### src/design/osdls_pkg.sv
`default_nettype none
// ----------------------------------------------------------------------------
// osdls_pkg
// Shared types and constants of the OSD video line sequencer.
// ----------------------------------------------------------------------------
package osdls_pkg;

	// Parameter defaults
	localparam int LINE_STRIDE_DEF   = 128;
	localparam int REDRAW_FIELDS_DEF = 2;

	// Geometry
	localparam int NTSC_VISIBLE    = 240;
	localparam int PAL_VISIBLE     = 266;
	localparam int NTSC_TOP        = 16;
	localparam int PAL_TOP         = 28;
	localparam int SPURIOUS_MARGIN = 10;
	localparam int COUNTER_MAX     = 1023;
	localparam int OFFSET_LIMIT    = 20;

	// Field widths
	localparam int CNT_W    = 11;
	localparam int PTR_W    = 16;
	localparam int BYTES_W  = 8;
	localparam int TOTAL_W  = 11;
	localparam int OFF_W    = 6;
	localparam int CFG_IDX_W  = 8;
	localparam int CFG_DATA_W = 11;

	// Stream widths
	localparam int S_TDATA_W = 8;
	localparam int M_TDATA_W = 40;
	localparam int M_TUSER_W = 2;

	typedef enum logic [1:0] {
		MODE_NONE = 2'd0,
		MODE_NTSC = 2'd1,
		MODE_PAL  = 2'd2
	} video_mode_t;

	typedef enum logic {
		EV_HSYNC = 1'b0,
		EV_VSYNC = 1'b1
	} sync_kind_t;

	typedef enum logic [CFG_IDX_W-1:0] {
		REG_VERTICAL_OFFSET    = 8'd0,
		REG_PAL_LINE_THRESHOLD = 8'd1,
		REG_NTSC_LINE_BYTES    = 8'd2,
		REG_PAL_LINE_BYTES     = 8'd3
	} cfg_reg_t;

	// Clamp a raw 6-bit signed offset to +/- OFFSET_LIMIT
	function automatic logic signed [OFF_W-1:0] clamp_offset(input logic [OFF_W-1:0] raw);
		logic signed [OFF_W-1:0] v;
		v = $signed(raw);
		if (v > OFF_W'(OFFSET_LIMIT))
			return OFF_W'(OFFSET_LIMIT);
		else if (v < -OFF_W'(OFFSET_LIMIT))
			return -OFF_W'(OFFSET_LIMIT);
		else
			return v;
	endfunction

endpackage : osdls_pkg
`default_nettype wire

### src/design/osd_video_line_sequencer.sv
`default_nettype none
// ----------------------------------------------------------------------------
// osd_video_line_sequencer
// Line and field sequencer for an on-screen-display overlay.
// ----------------------------------------------------------------------------
// Usage:
//   s_* carries sync events (tuser: hsync or vsync, tdata: output busy flag).
//   Every event gives exactly one result transfer on m_*: line transfer
//   request for an hsync, field summary for a vsync, plus current bank, video
//   mode and last line total.
//   cfg_* writes the four registers; only write while no event is in flight.
//   Each event is held in the input register, then passes through the
//   sequencing logic into the result register that drives m_*. One event
//   per cycle is sustained while the receiver does not stall; the line
//   counter and pointer update in the same cycle as the result is registered.
//   When the receiver stalls, the result register holds and one more event
//   waits in the input register; s_tready then drops.
//   Reset (arst_n low) clears all state: counter and pointer zero, mode none,
//   bank one, PAL pending for the first field, registers to their defaults.
// ----------------------------------------------------------------------------
module osd_video_line_sequencer #(
	parameter int LINE_STRIDE   = osdls_pkg::LINE_STRIDE_DEF,
	parameter int REDRAW_FIELDS = osdls_pkg::REDRAW_FIELDS_DEF
) (
	input  wire logic                               clk,
	input  wire logic                               arst_n,
	// event stream
	input  wire logic                               s_tvalid,
	output logic                                    s_tready,
	input  wire logic [osdls_pkg::S_TDATA_W-1:0]    s_tdata,  // [0] output_busy, [7:1] zero
	input  wire logic                               s_tuser,  // [0] func
	// result stream
	output logic                                    m_tvalid,
	input  wire logic                               m_tready,
	output logic [osdls_pkg::M_TDATA_W-1:0]         m_tdata,  // [15:0] line_offset,
	                                                          // [23:16] transfer_bytes,
	                                                          // [24] redraw, [25] display_bank,
	                                                          // [27:26] video_mode,
	                                                          // [38:28] line_total, [39] zero
	output logic [osdls_pkg::M_TUSER_W-1:0]         m_tuser,  // [0] line_issued,
	                                                          // [1] field_accepted
	// register writes
	input  wire logic                               cfg_valid,
	output logic                                    cfg_ready,
	input  wire logic [osdls_pkg::CFG_IDX_W-1:0]    cfg_index,
	input  wire logic [osdls_pkg::CFG_DATA_W-1:0]   cfg_data
);
	import osdls_pkg::*;

	localparam int PHASE_W = (REDRAW_FIELDS > 1) ? $clog2(REDRAW_FIELDS) : 1;

	// Registers
	logic signed [OFF_W-1:0] voff_q;
	logic [TOTAL_W-1:0]      pal_thr_q;
	logic [BYTES_W-1:0]      ntsc_len_q;
	logic [BYTES_W-1:0]      pal_len_q;

	// Sequencer state
	logic signed [CNT_W-1:0] cnt_q;
	logic [PTR_W-1:0]        ptr_q;
	video_mode_t             mode_q;
	logic                    pend_pal_q;
	logic [PHASE_W-1:0]      phase_q;
	logic                    bank_q;
	logic [TOTAL_W-1:0]      total_q;

	// Input register
	logic       valid_s1;
	sync_kind_t kind_s1;
	logic       busy_s1;

	// Result register
	logic               out_valid_q;
	logic               issued_q;
	logic [PTR_W-1:0]   offs_q;
	logic [BYTES_W-1:0] bytes_q;
	logic               acc_q;
	logic               redraw_q;

	logic advance;

	assign advance   = valid_s1 && (!out_valid_q || m_tready);
	assign s_tready  = !valid_s1 || advance;
	assign cfg_ready = 1'b1;

	// ------------------------------------------------------------------------
	// Configuration
	// ------------------------------------------------------------------------
	always_ff @(posedge clk or negedge arst_n) begin
		if (!arst_n) begin
			voff_q     <= '0;
			pal_thr_q  <= TOTAL_W'(300);
			ntsc_len_q <= BYTES_W'(88);
			pal_len_q  <= BYTES_W'(92);
		end else if (cfg_valid) begin
			unique case (cfg_index)
				REG_VERTICAL_OFFSET:    voff_q     <= clamp_offset(cfg_data[OFF_W-1:0]);
				REG_PAL_LINE_THRESHOLD: pal_thr_q  <= cfg_data[TOTAL_W-1:0];
				REG_NTSC_LINE_BYTES:    ntsc_len_q <= cfg_data[BYTES_W-1:0];
				REG_PAL_LINE_BYTES:     pal_len_q  <= cfg_data[BYTES_W-1:0];
				default: ;
			endcase
		end
	end

	// ------------------------------------------------------------------------
	// Input register
	// ------------------------------------------------------------------------
	always_ff @(posedge clk or negedge arst_n) begin
		if (!arst_n) begin
			valid_s1 <= 1'b0;
		end else if (s_tready) begin
			valid_s1 <= s_tvalid;
		end
	end

	always_ff @(posedge clk) begin
		if (s_tready && s_tvalid) begin
			kind_s1 <= sync_kind_t'(s_tuser);
			busy_s1 <= s_tdata[0];
		end
	end

	// ------------------------------------------------------------------------
	// Sequencing logic
	// ------------------------------------------------------------------------
	logic                    is_ntsc;
	logic signed [CNT_W-1:0] cnt_inc;
	logic [CNT_W-2:0]        visible;
	logic                    in_band;
	logic                    vs_ok;
	logic signed [CNT_W:0]   total_c;
	logic                    to_pal;
	video_mode_t             mode_nxt;
	logic [CNT_W-1:0]        top_nxt;
	logic signed [CNT_W-1:0] cnt_restart;
	logic [PHASE_W:0]        phase_inc;
	logic                    redraw_c;

	always_comb begin
		is_ntsc = (mode_q == MODE_NTSC);
		cnt_inc = (cnt_q != CNT_W'(COUNTER_MAX)) ? cnt_q + CNT_W'(1) : cnt_q;
		visible = is_ntsc ? (CNT_W-1)'(NTSC_VISIBLE) : (CNT_W-1)'(PAL_VISIBLE);
		in_band = !cnt_inc[CNT_W-1] && (cnt_inc[CNT_W-2:0] < visible) && !busy_s1;

		// spurious vsync: fewer lines than the NTSC band less a margin
		vs_ok = !cnt_q[CNT_W-1] &&
			(cnt_q[CNT_W-2:0] >= (CNT_W-1)'(NTSC_VISIBLE - SPURIOUS_MARGIN));

		total_c = $signed({2'b00, cnt_q[CNT_W-2:0]})
			+ (is_ntsc ? (CNT_W+1)'(NTSC_TOP) : (CNT_W+1)'(PAL_TOP))
			+ (CNT_W+1)'(voff_q);
		to_pal   = pend_pal_q || ($unsigned(total_c) > {1'b0, pal_thr_q});
		mode_nxt = to_pal ? MODE_PAL : MODE_NTSC;
		top_nxt  = to_pal ? CNT_W'(PAL_TOP) : CNT_W'(NTSC_TOP);
		cnt_restart = -($signed(top_nxt) + CNT_W'(voff_q));

		phase_inc = {1'b0, phase_q} + (PHASE_W+1)'(1);
		redraw_c  = (kind_s1 == EV_VSYNC) && vs_ok &&
			(phase_inc >= (PHASE_W+1)'(REDRAW_FIELDS));
	end

	always_ff @(posedge clk or negedge arst_n) begin
		if (!arst_n) begin
			cnt_q      <= '0;
			ptr_q      <= '0;
			mode_q     <= MODE_NONE;
			pend_pal_q <= 1'b1;
			phase_q    <= '0;
			bank_q     <= 1'b1;
			total_q    <= '0;
		end else if (advance) begin
			if (kind_s1 == EV_HSYNC) begin
				cnt_q <= cnt_inc;
				if (in_band)
					ptr_q <= ptr_q + PTR_W'(LINE_STRIDE);
			end else if (vs_ok) begin
				total_q    <= total_c[TOTAL_W-1:0];
				mode_q     <= mode_nxt;
				pend_pal_q <= 1'b0;
				cnt_q      <= cnt_restart;
				ptr_q      <= '0;
				if (redraw_c) begin
					phase_q <= '0;
					bank_q  <= ~bank_q;
				end else begin
					phase_q <= phase_inc[PHASE_W-1:0];
				end
			end
		end
	end

	// ------------------------------------------------------------------------
	// Result register
	// ------------------------------------------------------------------------
	always_ff @(posedge clk or negedge arst_n) begin
		if (!arst_n) begin
			out_valid_q <= 1'b0;
		end else if (advance) begin
			out_valid_q <= 1'b1;
		end else if (m_tready) begin
			out_valid_q <= 1'b0;
		end
	end

	always_ff @(posedge clk) begin
		if (advance) begin
			issued_q <= (kind_s1 == EV_HSYNC) && in_band;
			offs_q   <= ((kind_s1 == EV_HSYNC) && in_band) ? ptr_q : '0;
			bytes_q  <= ((kind_s1 == EV_HSYNC) && in_band) ?
				(is_ntsc ? ntsc_len_q : pal_len_q) : '0;
			acc_q    <= (kind_s1 == EV_VSYNC) && vs_ok;
			redraw_q <= redraw_c;
		end
	end

	// bank, mode and total are shown as they stand after the event
	assign m_tvalid = out_valid_q;
	assign m_tdata  = {1'b0, total_q, mode_q, bank_q, redraw_q, bytes_q, offs_q};
	assign m_tuser  = {acc_q, issued_q};

`ifndef SYNTHESIS
	a_one_kind: assert property (@(posedge clk) disable iff (!arst_n)
		m_tvalid |-> !(m_tuser[0] && m_tuser[1]))
		else $error("line issue and field accept in one result");

	a_redraw_field: assert property (@(posedge clk) disable iff (!arst_n)
		(m_tvalid && m_tdata[24]) |-> m_tuser[1])
		else $error("redraw without accepted field");

	a_bank_swap: assert property (@(posedge clk) disable iff (!arst_n)
		!(advance && redraw_c) |=> $stable(bank_q))
		else $error("display bank changed without redraw");

	a_cnt_floor: assert property (@(posedge clk) disable iff (!arst_n)
		cnt_q >= -CNT_W'(PAL_TOP + OFFSET_LIMIT))
		else $error("line counter below top margin limit");
`endif

endmodule : osd_video_line_sequencer
`default_nettype wire
### config.mk
export PLATFORM = sky130hd
export DESIGN_NAME = osd_video_line_sequencer
export DESIGN_NICKNAME = d
export VERILOG_FILES = /design/src/design/osdls_pkg.sv /design/src/design/osd_video_line_sequencer.sv
export SDC_FILE = /design/constraint.sdc
export NUM_CORES = 1
export LEC_CHECK = 0
export ABC_AREA = 0
export BUFFER_PORTS_ARGS = -buffer_cell sky130_fd_sc_hd__buf_4
export CAP_MARGIN = 20
export CORE_MARGIN = 4
export CORE_UTILIZATION = 52
export DETAILED_ROUTE_END_ITERATION = 8
export PLACE_DENSITY = 0.76
export SLEW_MARGIN = 10
export SYNTH_ARGS = -nofsm -noshare
export SYNTH_HDL_FRONTEND = slang
export SYNTH_SLANG_ARGS = --single-unit
export TNS_END_PERCENT = 1
### constraint.sdc
create_clock -name clk -period 5.15 [get_ports clk]
set_input_delay 1.03 -clock clk [delete_from_list [all_inputs] [get_ports clk]]
set_output_delay 1.03 -clock clk [all_outputs]
set_load 0.01 [all_outputs]
# ---- Word-level counts from Yosys, hierarchy flattened
# Index checks and enable logic that the tools add are counted.
dict set report classes {
  div_mod_pow 0
  magnitude_cmp 6
  shifts 0
  add_sub_neg 7
  n_bitwise 2
  n_mux 16
  n_reduce_logical 27
  eq_ne 6
  multipliers 0
}
# operator count
set op_table {}
lappend op_table {{16-bit two-way mux} 3}
lappend op_table {{11-bit two-way mux} 3}
lappend op_table {{16-bit by 8-bit adder with 16-bit output (second input constant)} 1}
lappend op_table {{8-bit by 2-bit == test with 1-bit output (second input constant)} 2}
lappend op_table {{12-bit by 6-bit adder with 12-bit output} 1}
lappend op_table {{12-bit by 11-bit greater-than comparator with 1-bit output} 1}
lappend op_table {{6-bit two-way mux} 2}
lappend op_table {{10-bit by 5-bit adder with 11-bit output} 1}
lappend op_table {{11-bit by 2-bit adder with 11-bit output (second input constant)} 1}
lappend op_table {{11-bit inequality test (second input constant)} 1}
lappend op_table {{7-bit negation with 11-bit output} 1}
lappend op_table {{10-bit by 8-bit >= comparator with 1-bit output (second input constant)} 1}
lappend op_table {{10-bit by 9-bit less-than comparator with 1-bit output} 1}
lappend op_table {{2-bit AND reduction} 5}
lappend op_table {{9-bit two-way mux} 1}
lappend op_table {{8-bit by 1-bit == test with 1-bit output (second input constant)} 1}
lappend op_table {{1-bit logical AND} 8}
lappend op_table {{8-bit logical NOT} 1}
lappend op_table {{4-bit two-way mux} 2}
lappend op_table {{8-bit two-way mux} 1}
lappend op_table {{6-bit by 6-bit adder with 7-bit output} 1}
lappend op_table {{6-bit greater-than comparator (second input constant)} 1}
lappend op_table {{6-bit less-than comparator (second input constant)} 1}
lappend op_table {{3-bit AND reduction} 2}
lappend op_table {{other kinds (11)} 21}
dict set report word_totals {
  regBits 107
  memories 0
  latchBits 0
  ramBits 0
  rom_bits 0
  in_bits 33
}

# ---- Logic depth before layout (Yosys ltp)
# Gate-level depths: netlist of the first run.
dict set report depth {
  depth_word 11
  ltp_mapped 26
  depth_no_buf 25
}

# ---- Least setup slack after synthesis of the first run
# No wires, ideal clock.
dict set report synth_path {
  kind {register to register}
  startpoint {register mode_q[1]}
  endpoint {register cnt_q[5]}
  t_arrival_ns 5.559
  setup_slack_ns -0.534
  stages_incl_launch_ff 27
  period_less_slack_ns 5.684
  path_cell_list {dfrtp_1 nand2b_1 clkbuf_1 ha_1 fa_1 o21ai_0 xnor2_1 ha_1 or2_2 a21oi_1 a21oi_1 xor2_1 ha_1 nand4_1 nor2_1 and3_1 a311oi_1 or2_2 nor2_1 xnor2_1 ha_1 nor2b_1 o21ai_0 nand2b_1 ha_1 mux2_2 mux2_2}
}
dict set report synth_between {
  elab_chain_cells 11
}
# element line_no
set synth_lines {}
lappend synth_lines {{start, declared} osd_video_line_sequencer.sv:61} ;# video_mode_t mode_q;
lappend synth_lines {{start signal, assigned} osd_video_line_sequencer.sv:179} ;# mode_q <= mode_nxt;
lappend synth_lines {{2-bit by 1-bit == test with 1-bit output} osd_video_line_sequencer.sv:141} ;# is_ntsc = (mode_q == MODE_NTSC);
lappend synth_lines {{4-bit two-way mux} osd_video_line_sequencer.sv:151} ;# + (is_ntsc ? (CNT_W+1)'(NTSC_TOP) : (CNT_W+1)'(PAL_TOP))
lappend synth_lines {{10-bit by 5-bit adder with 11-bit output} osd_video_line_sequencer.sv:151}
lappend synth_lines {{12-bit by 6-bit adder with 12-bit output} osd_video_line_sequencer.sv:152} ;# + (CNT_W+1)'(voff_q);
lappend synth_lines {{named net total_c[8]} osd_video_line_sequencer.sv:132} ;# logic signed [CNT_W:0] total_c;
lappend synth_lines {{12-bit by 11-bit greater-than comparator with 1-bit output} osd_video_line_sequencer.sv:153} ;# to_pal = pend_pal_q || ($unsigned(total_c) > {1'b0, pal_thr_q});
lappend synth_lines {{1-bit logical OR} osd_video_line_sequencer.sv:153}
lappend synth_lines {{4-bit two-way mux} osd_video_line_sequencer.sv:155} ;# top_nxt = to_pal ? CNT_W'(PAL_TOP) : CNT_W'(NTSC_TOP);
lappend synth_lines {{6-bit by 6-bit adder with 7-bit output} osd_video_line_sequencer.sv:156} ;# cnt_restart = -($signed(top_nxt) + CNT_W'(voff_q));
lappend synth_lines {{7-bit negation with 11-bit output} osd_video_line_sequencer.sv:156}
lappend synth_lines {{11-bit two-way mux} osd_video_line_sequencer.sv:177} ;# end else if (vs_ok) begin
lappend synth_lines {{11-bit two-way mux} osd_video_line_sequencer.sv:173} ;# if (kind_s1 == EV_HSYNC) begin
lappend synth_lines {{end signal, assigned} osd_video_line_sequencer.sv:174} ;# cnt_q <= cnt_inc;
lappend synth_lines {{end signal, assigned} osd_video_line_sequencer.sv:181} ;# cnt_q <= cnt_restart;
lappend synth_lines {{end, declared} osd_video_line_sequencer.sv:59} ;# logic signed [CNT_W-1:0] cnt_q;
# The timed path passes the listed nets, and every way through them passes these cells. The select of a mux whose other input is x is not followed.
# A chain may end at the register's enable or synchronous reset.

# ---- Final worst setup path of the first run
# Same ends and word-level chain as after synthesis.

==> impl_metrics.json, run 1 <==
{
  "synth_xor_area_share_pct": 4.24,
  "slew_headroom_pct": 37.9,
  "muxShareOfSynthArea_pct": 6.15,
  "grt_pass1_vias": 4561,
  "cts_tree": "done",
  "status": "complete, but fails checks",
  "hold_viol_final": 0,
  "peakVddDrop_uv": 278,
  "synth_compound_area_share_pct": 13.0,
  "max_freq_mhz": 187,
  "async_flop_share_pct": 76.3,
  "vias": 4564,
  "fin_util_pct": 65.1,
  "crit_required_ns": 5.42,
  "grt_setup_unrepaired": "yes",
  "crit_type": "reg2reg",
  "max_stage_delay_ns": 0.40,
  "yosys_register_bits": 93,
  "violations": "setup timing",
  "overflow": 0,
  "diodes": 0,
  "yosys_warnings": 0,
  "worstSkewPairLatency_ns": 0.38,
  "netlist_area_um2": 5570,
  "fin_crit_ns": 5.35,
  "vias_per_cell": 5.65,
  "drt_wl_total_um": 13200,
  "synthCells": 577,
  "core_um2": 10400,
  "grt_max_degree": 72,
  "syn_area_per_cell_um2": 9.66,
  "path_clk_slew_ns": 0.10,
  "die_width_um": 112,
  "die_h_um": 112,
  "leakage_uw": 0.00309,
  "grt_pass1_wl_um": 21900,
  "rows": 37,
  "cts_buffers": 9,
  "slowest_stage": "fa_2",
  "post-place-ws_ns": -0.225,
  "cts.sinks": 93,
  "worstPathMaxFanout": 4,
  "clk_path_buf_depth": 2,
  "power_density_nw_per_um2": 591,
  "nets": 743,
  "period_share_pct": 104,
  "multi_input_area_um2": 3010,
  "drv_cap": 0,
  "regArea_um2": 2450,
  "wire_per_inst_um": 16.3,
  "start_kind": "flip-flop",
  "crit_path_end_kind": "flip-flop",
  "gp_congestion": 0.880,
  "fin_skew_ns": 0.0127,
  "yosys.area_share.simple_pct": 17.2,
  "start_util_pct": 53.7,
  "crit_arrival_ns": 5.62,
  "yosysUniqueCellTypes": 61,
  "io_buffers": 61,
  "dr.pass1.iters": 6,
  "track_usage_pct": 21.6,
  "synth_flop_cell": "dfrtp_1",
  "antenna_found_initial": 0,
  "synthAdderAreaFrac_pct": 9.93,
  "layout_setup_ws_ns": -0.204,
  "syn2layout_area_growth_pct": 21.2,
  "dp_hpwl_um": 9520,
  "cts-root-buf": "clkbuf_8",
  "tightest_slew_ns": 0.932,
  "finalMaxSlewViolations": 0,
  "drc": 0,
  "ys_seq_area_share_pct": 44.0,
  "synth-edff-count": 22,
  "drive_gt1_share_pct": 29.3,
  "ant_nets": 0,
  "synth_top_family_by_area": "simple AND/OR/NAND/NOR gates",
  "fillCellCount": 812,
  "setup_viol": 1,
  "hold_path.class": "reg2reg",
  "ios": 78,
  "crit_top_cell": "ha_1",
  "drtIter0Drc": 319,
  "htree_levels": 3,
  "dieArea_um2": 12400
}
-- per-stage QoR --
step	setup TNS (ns)	instance area, µm²	power, µW	hold WS, ns	cells
CTS	-0.195	6600	3730	0.489	801
finish	-0.204	6760	3990	0.487	808
floorplan	0	5670	2330	0.450	584
global route	-0.906	6760	4280	0.508	808
global placement	-0.111	6330	3000	0.463	779
detailed placement	-0.274	6330	3100	0.467	779
-- state kept, by name, indices dropped and copies added, names as in the netlist --
signal,cells
pal_thr_q,11
busy_s1,1
bank_q,1
voff_q,6
total_q,11
m_tvalid,1
issued_q,1
pend_pal_q,1
pal_len_q,8
ntsc_len_q,8
acc_q,1
ptr_q,9
phase_q,1
valid_s1,1
kind_s1,1
cnt_q,11
redraw_q,1
offs_q,9
bytes_q,8
mode_q,2
-- worst max-delay path, delay by kind of cell, from the launching register on --
kind,cells,cell delay (ns)
fa+ha+maj,6,1.73
simple gates,9,1.24
compound gates,5,0.73
xor+xnor,3,0.63
mux,2,0.51
flops,1,0.39
-- logic make-up after synthesis --
group           after synthesis
simple gates                204
compound gates              115
flops                        93
buf+inv                      62
fa+ha+maj                    43
mux                          31
xor+xnor                     27
other cells                   2
-- path summary, 6_finish.rpt --
check | cells after the start | start | slack (ns) | end
max | 25 | mode_q[1] | -0.20 | cnt_q[5]
min | 2 | total_q[5] | 0.49 | total_q[5]
max reg2reg | 25 | mode_q[1] | -0.20 | cnt_q[5]
min reg2reg | 2 | total_q[5] | 0.49 | total_q[5]
max in group asynchronous | 1 | arst_n | 3.75 | ptr_q[12]
min in group asynchronous | 1 | arst_n | 0.74 | total_q[10]
-- routing by layer --
| layer | routed length (µm) | GRT usage [%] |
|---|---|---|
| met5 | 0 | 0 |
| met4 | 291 | 7.06 |
| met3 | 809 | 4.67 |
| met2 | 6430 | 35.1 |
| met1 | 5670 | 28.8 |
-- layout by cell type (no fill, tap or decap), types with 6 or more instances in the layout --
master,count
a21o_1,7
nand2b_1,8
nand4_1,7
a21oi_1,27
nand3_1,8
edfxtp_1,22
conb_1,9
and2_1,14
dfrtp_1,58
clkbuf_8,9
xor2_1,7
nor2_1,38
nand2_1,90
dfstp_2,13
o21ai_1,10
nor3_1,9
o21ai_0,22
inv_1,25
o211ai_1,6
and3_1,7
a21oi_2,6
ha_1,38
buf_4,104
xnor2_1,13
mux2_2,24
-- final cells by class --
class | instances | area share (%)
Clock inverter | 5 | 0.908
Inverter | 27 | 1.50
Clock buffer | 11 | 1.94
Timing Repair Buffer | 107 | 12.2
Tap cell | 136 | 2.52
Multi-Input combinational cell | 429 | 44.6
Sequential cell | 93 | 36.3
-- timing repair --
action,4_1_cts,5_1_grt
gates cloned,0,0
setup buffers,6,7
resized for setup,7,21
pin swaps,19,25
hold buffers,0,0
setup endpoints to repair,3,7
-- power by group --
group          switching [µW]  internal (µW)
clock network             272            228
registers                 129            893
logic                    1210           1260
-- Yosys cell counts, types with 9 or more instances --
cell type | count | area (µm²)
nand2_1 | 90 | 338
dfrtp_1 | 58 | 1450
ha_1 | 41 | 513
nor2_1 | 39 | 146
a21oi_1 | 33 | 165
o21ai_0 | 28 | 140
mux2_2 | 26 | 293
inv_1 | 25 | 93.8
edfxtp_1 | 22 | 661
xnor2_1 | 18 | 158
and2_1 | 14 | 87.6
buf_4 | 14 | 105
dfstp_2 | 13 | 342
clkbuf_1 | 12 | 45.0
nor3_1 | 10 | 50.1
nand2b_1 | 9 | 56.3
xor2_1 | 9 | 78.8
Power figures use the tool's default switching activity.
==> run 2, diff against run 1 <==
--- a/config.mk
+++ b/config.mk
@@ -5,7 +5,7 @@
 export SDC_FILE = /design/constraint.sdc
 export NUM_CORES = 1
 export LEC_CHECK = 0
-export ABC_AREA = 0
+export ABC_AREA = 1
 export BUFFER_PORTS_ARGS = -buffer_cell sky130_fd_sc_hd__buf_4
 export CAP_MARGIN = 20
 export CORE_MARGIN = 4
==> impl_metrics.json, run 2 <==
{
  "status": "complete, but fails checks",
  "violations": "setup timing",
  "peakVddDrop_uv": 434,
  "synth_flop_cell": "dfrtp_1",
  "holdBufCountCts": 0,
  "period_share_pct": 100,
  "crit_top_cell": "buf_4",
  "hold_end": "pend_pal_q",
  "vias": 4830,
  "worstPathMaxFanout": 3,
  "antenna_found_initial": 0,
  "dr_wl_met2_um": 7000,
  "dieArea_um2": 12400,
  "grt_pass1_vias": 4820,
  "start_util_pct": 53.5,
  "io_buffers": 61,
  "hold_viol_final": 0,
  "tightest_slew_ns": 0.916,
  "fin_util_pct": 66.5,
  "async_flop_share_pct": 76.3,
  "vias_per_cell": 5.34,
  "ios": 78,
  "ys_top_cells_by_count": "nand2_1, inv_1, dfrtp_1",
  "slew_headroom_pct": 38.9,
  "wire_per_inst_um": 15.4,
  "cts-root-buf": "clkbuf_8",
  "nets": 840,
  "ys_seq_area_share_pct": 44.2,
  "htree_levels": 3,
  "rr_endpoint": "cnt_q[5]",
  "drc": 0,
  "cts.sinks": 93,
  "final_common_cell": "nand2_1",
  "post-place-ws_ns": -0.230,
  "crit_required_ns": 5.41,
  "finalMaxSlewViolations": 0,
  "die_h_um": 111,
  "track_usage_pct": 22.5,
  "fin_area_um2": 6890,
  "yosysUniqueCellTypes": 47,
  "top_regs": "cnt_q x11, pal_thr_q x11, total_q x11",
  "dp_hpwl_um": 9460,
  "hold_path.class": "reg2reg",
  "path_clk_slew_ns": 0.11,
  "max_stage_delay_ns": 0.37,
  "drt_wl_total_um": 13900,
  "synthCells": 661,
  "max_freq_mhz": 193,
  "yosysMostFrequentCell": "nand2_1",
  "diodes": 0,
  "gp_congestion": 0.898,
  "syn_area_per_cell_um2": 8.39,
  "crit_family": "adder cells",
  "timing.rr.start": "mode_q[0]",
  "die_width_um": 111,
  "leakage_uw": 0.00333,
  "final_cell_mix": "nand2_1, buf_4, inv_1",
  "regToRegSetupSlack_ns": -0.02,
  "drv_cap": 0,
  "rows": 37,
  "finalHoldWorstSlack_ns": 0.489,
  "grt_pass1_wl_um": 23000,
  "cts_buffers": 9,
  "clk_path_buf_depth": 2,
  "synth-edff-count": 22,
  "holdPathStages": 2,
  "syn2layout_area_growth_pct": 24.2,
  "synth_area_leaders": "dfrtp_1, edfxtp_1, nand2_1, ha_1, dfstp_2",
  "crit_type": "reg2reg",
  "yosys_register_bits": 93,
  "dr.pass1.iters": 5,
  "ff2ff_path_depth": 32,
  "grt_max_degree": 72,
  "crit_arrival_ns": 5.42,
  "worstSkewPairLatency_ns": 0.37,
  "crit_path_end_kind": "flip-flop",
  "slowest_stage": "fa_2",
  "met3_length_um": 737,
  "netlist_area_um2": 5550,
  "crit_buf_inv": 12,
  "core_um2": 10400,
  "start_kind": "flip-flop",
  "yosysTopAreaCell": "dfrtp_1",
  "fin_skew_ns": 0.0178,
  "layout_setup_ws_ns": -0.0185,
  "top_layer": "met4",
  "ant_nets": 0,
  "wl_met1_um": 5850,
  "setup_viol": 1,
  "yosys_warnings": 0,
  "fin_crit_ns": 5.17,
  "power_density_nw_per_um2": 656,
  "grt_setup_unrepaired": "yes",
  "yosysTopAreaCellShare_pct": 26.2,
  "overflow": 0,
  "drtIter0Drc": 251,
  "place_area_um2": 6280,
  "cts_tree": "done",
  "hp-start": "pend_pal_q",
  "drive_gt1_share_pct": 26.8
}
[run 2: changes by cell type in the layout (fill, tap and decap cells not counted), sizes merged, moves of 9 or more]
cell    change
xnor2      -14
and2       -13
nand3      +21
mux2       -26
xor2       +17
nor2       +17
nand2b      -9
o21ai      +13
inv        +54
nand2      +78
[run 2: power by group]
part           switching [µW]  internal (µW)  leakage (µW)
Combinational            1560           1440       0.00215
Sequential                132            903       0.00109
Clock                     303            187     0.0000980
Total                    2000           2530       0.00333
[run 2: worst max-delay path by stage]
stage / from / cells past startpoint / slack [ns] / endpoint
final: mode_q[0] / 32 / -0.02 / cnt_q[5]
after global routing: mode_q[0] / 34 / -0.25 / cnt_q[5]
after CTS: mode_q[0] / 29 / -0.002 / cnt_q[5]
after detailed placement: mode_q[1] / 30 / -0.23 / cnt_q[5]
after global placement: mode_q[1] / 30 / -0.16 / cnt_q[5]
after floorplan: mode_q[1] / 30 / 0.01 / cnt_q[5]
[run 2: metrics by stage]
| step | cells | TNS [ns] | power, µW |
|---|---|---|---|
| floorplan | 668 | 0 | 2450 |
| global placement | 870 | -0.288 | 3220 |
| detailed placement | 870 | -0.601 | 3300 |
| CTS | 903 | -0.00242 | 4190 |
| global route | 905 | -1.58 | 4890 |
| finish | 905 | -0.0185 | 4520 |
[run 2: repair_timing]
action                     in CTS  in global routing
pin swaps                      24                 23
setup endpoints to repair       8                  8
resized for setup              25                 34
buffers inserted               17                  2
[run 2: kinds of logic (layout without fill, tap and decap cells)]
family / Yosys count / count (layout) / synth area share (%)
other: 2 / 9 / 0.135
DFF: 93 / 93 / 44.2
AOI/OAI and AO/OA: 106 / 106 / 10.6
and+or+nand+nor: 280 / 280 / 21.9
xor gates and xnor gates: 30 / 30 / 4.87
buffers and inverters: 107 / 208 / 8.34
adders and majority gates: 43 / 43 / 9.97
[run 2: per-layer routing]
| layer | vias to the layer above | global-route usage [%] |
|---|---|---|
| li1 | 2340 | - |
| met1 | 2291 | 28.1 |
| met2 | 163 | 39.0 |
| met3 | 36 | 4.53 |
| met4 | 0 | 7.22 |
| met5 | - | 0 |
[run 2: area by class of cell]
type                    instances  area, µm²
inverters                      80        305
well taps                     136        170
clock buffers                   9        124
repair buffers                112        841
fillers                       837       3480
clock inverters                 7       62.6
multi-input cells             468       2940
flip-flops and latches         93       2450
[run 2: tightest hold or removal path: cells and delay by family, from the launching register on]
kind                   cells  cell delay [ns]
DFF                        1             0.40
buffers and inverters      1             0.04
and+or+nand+nor            1             0.06
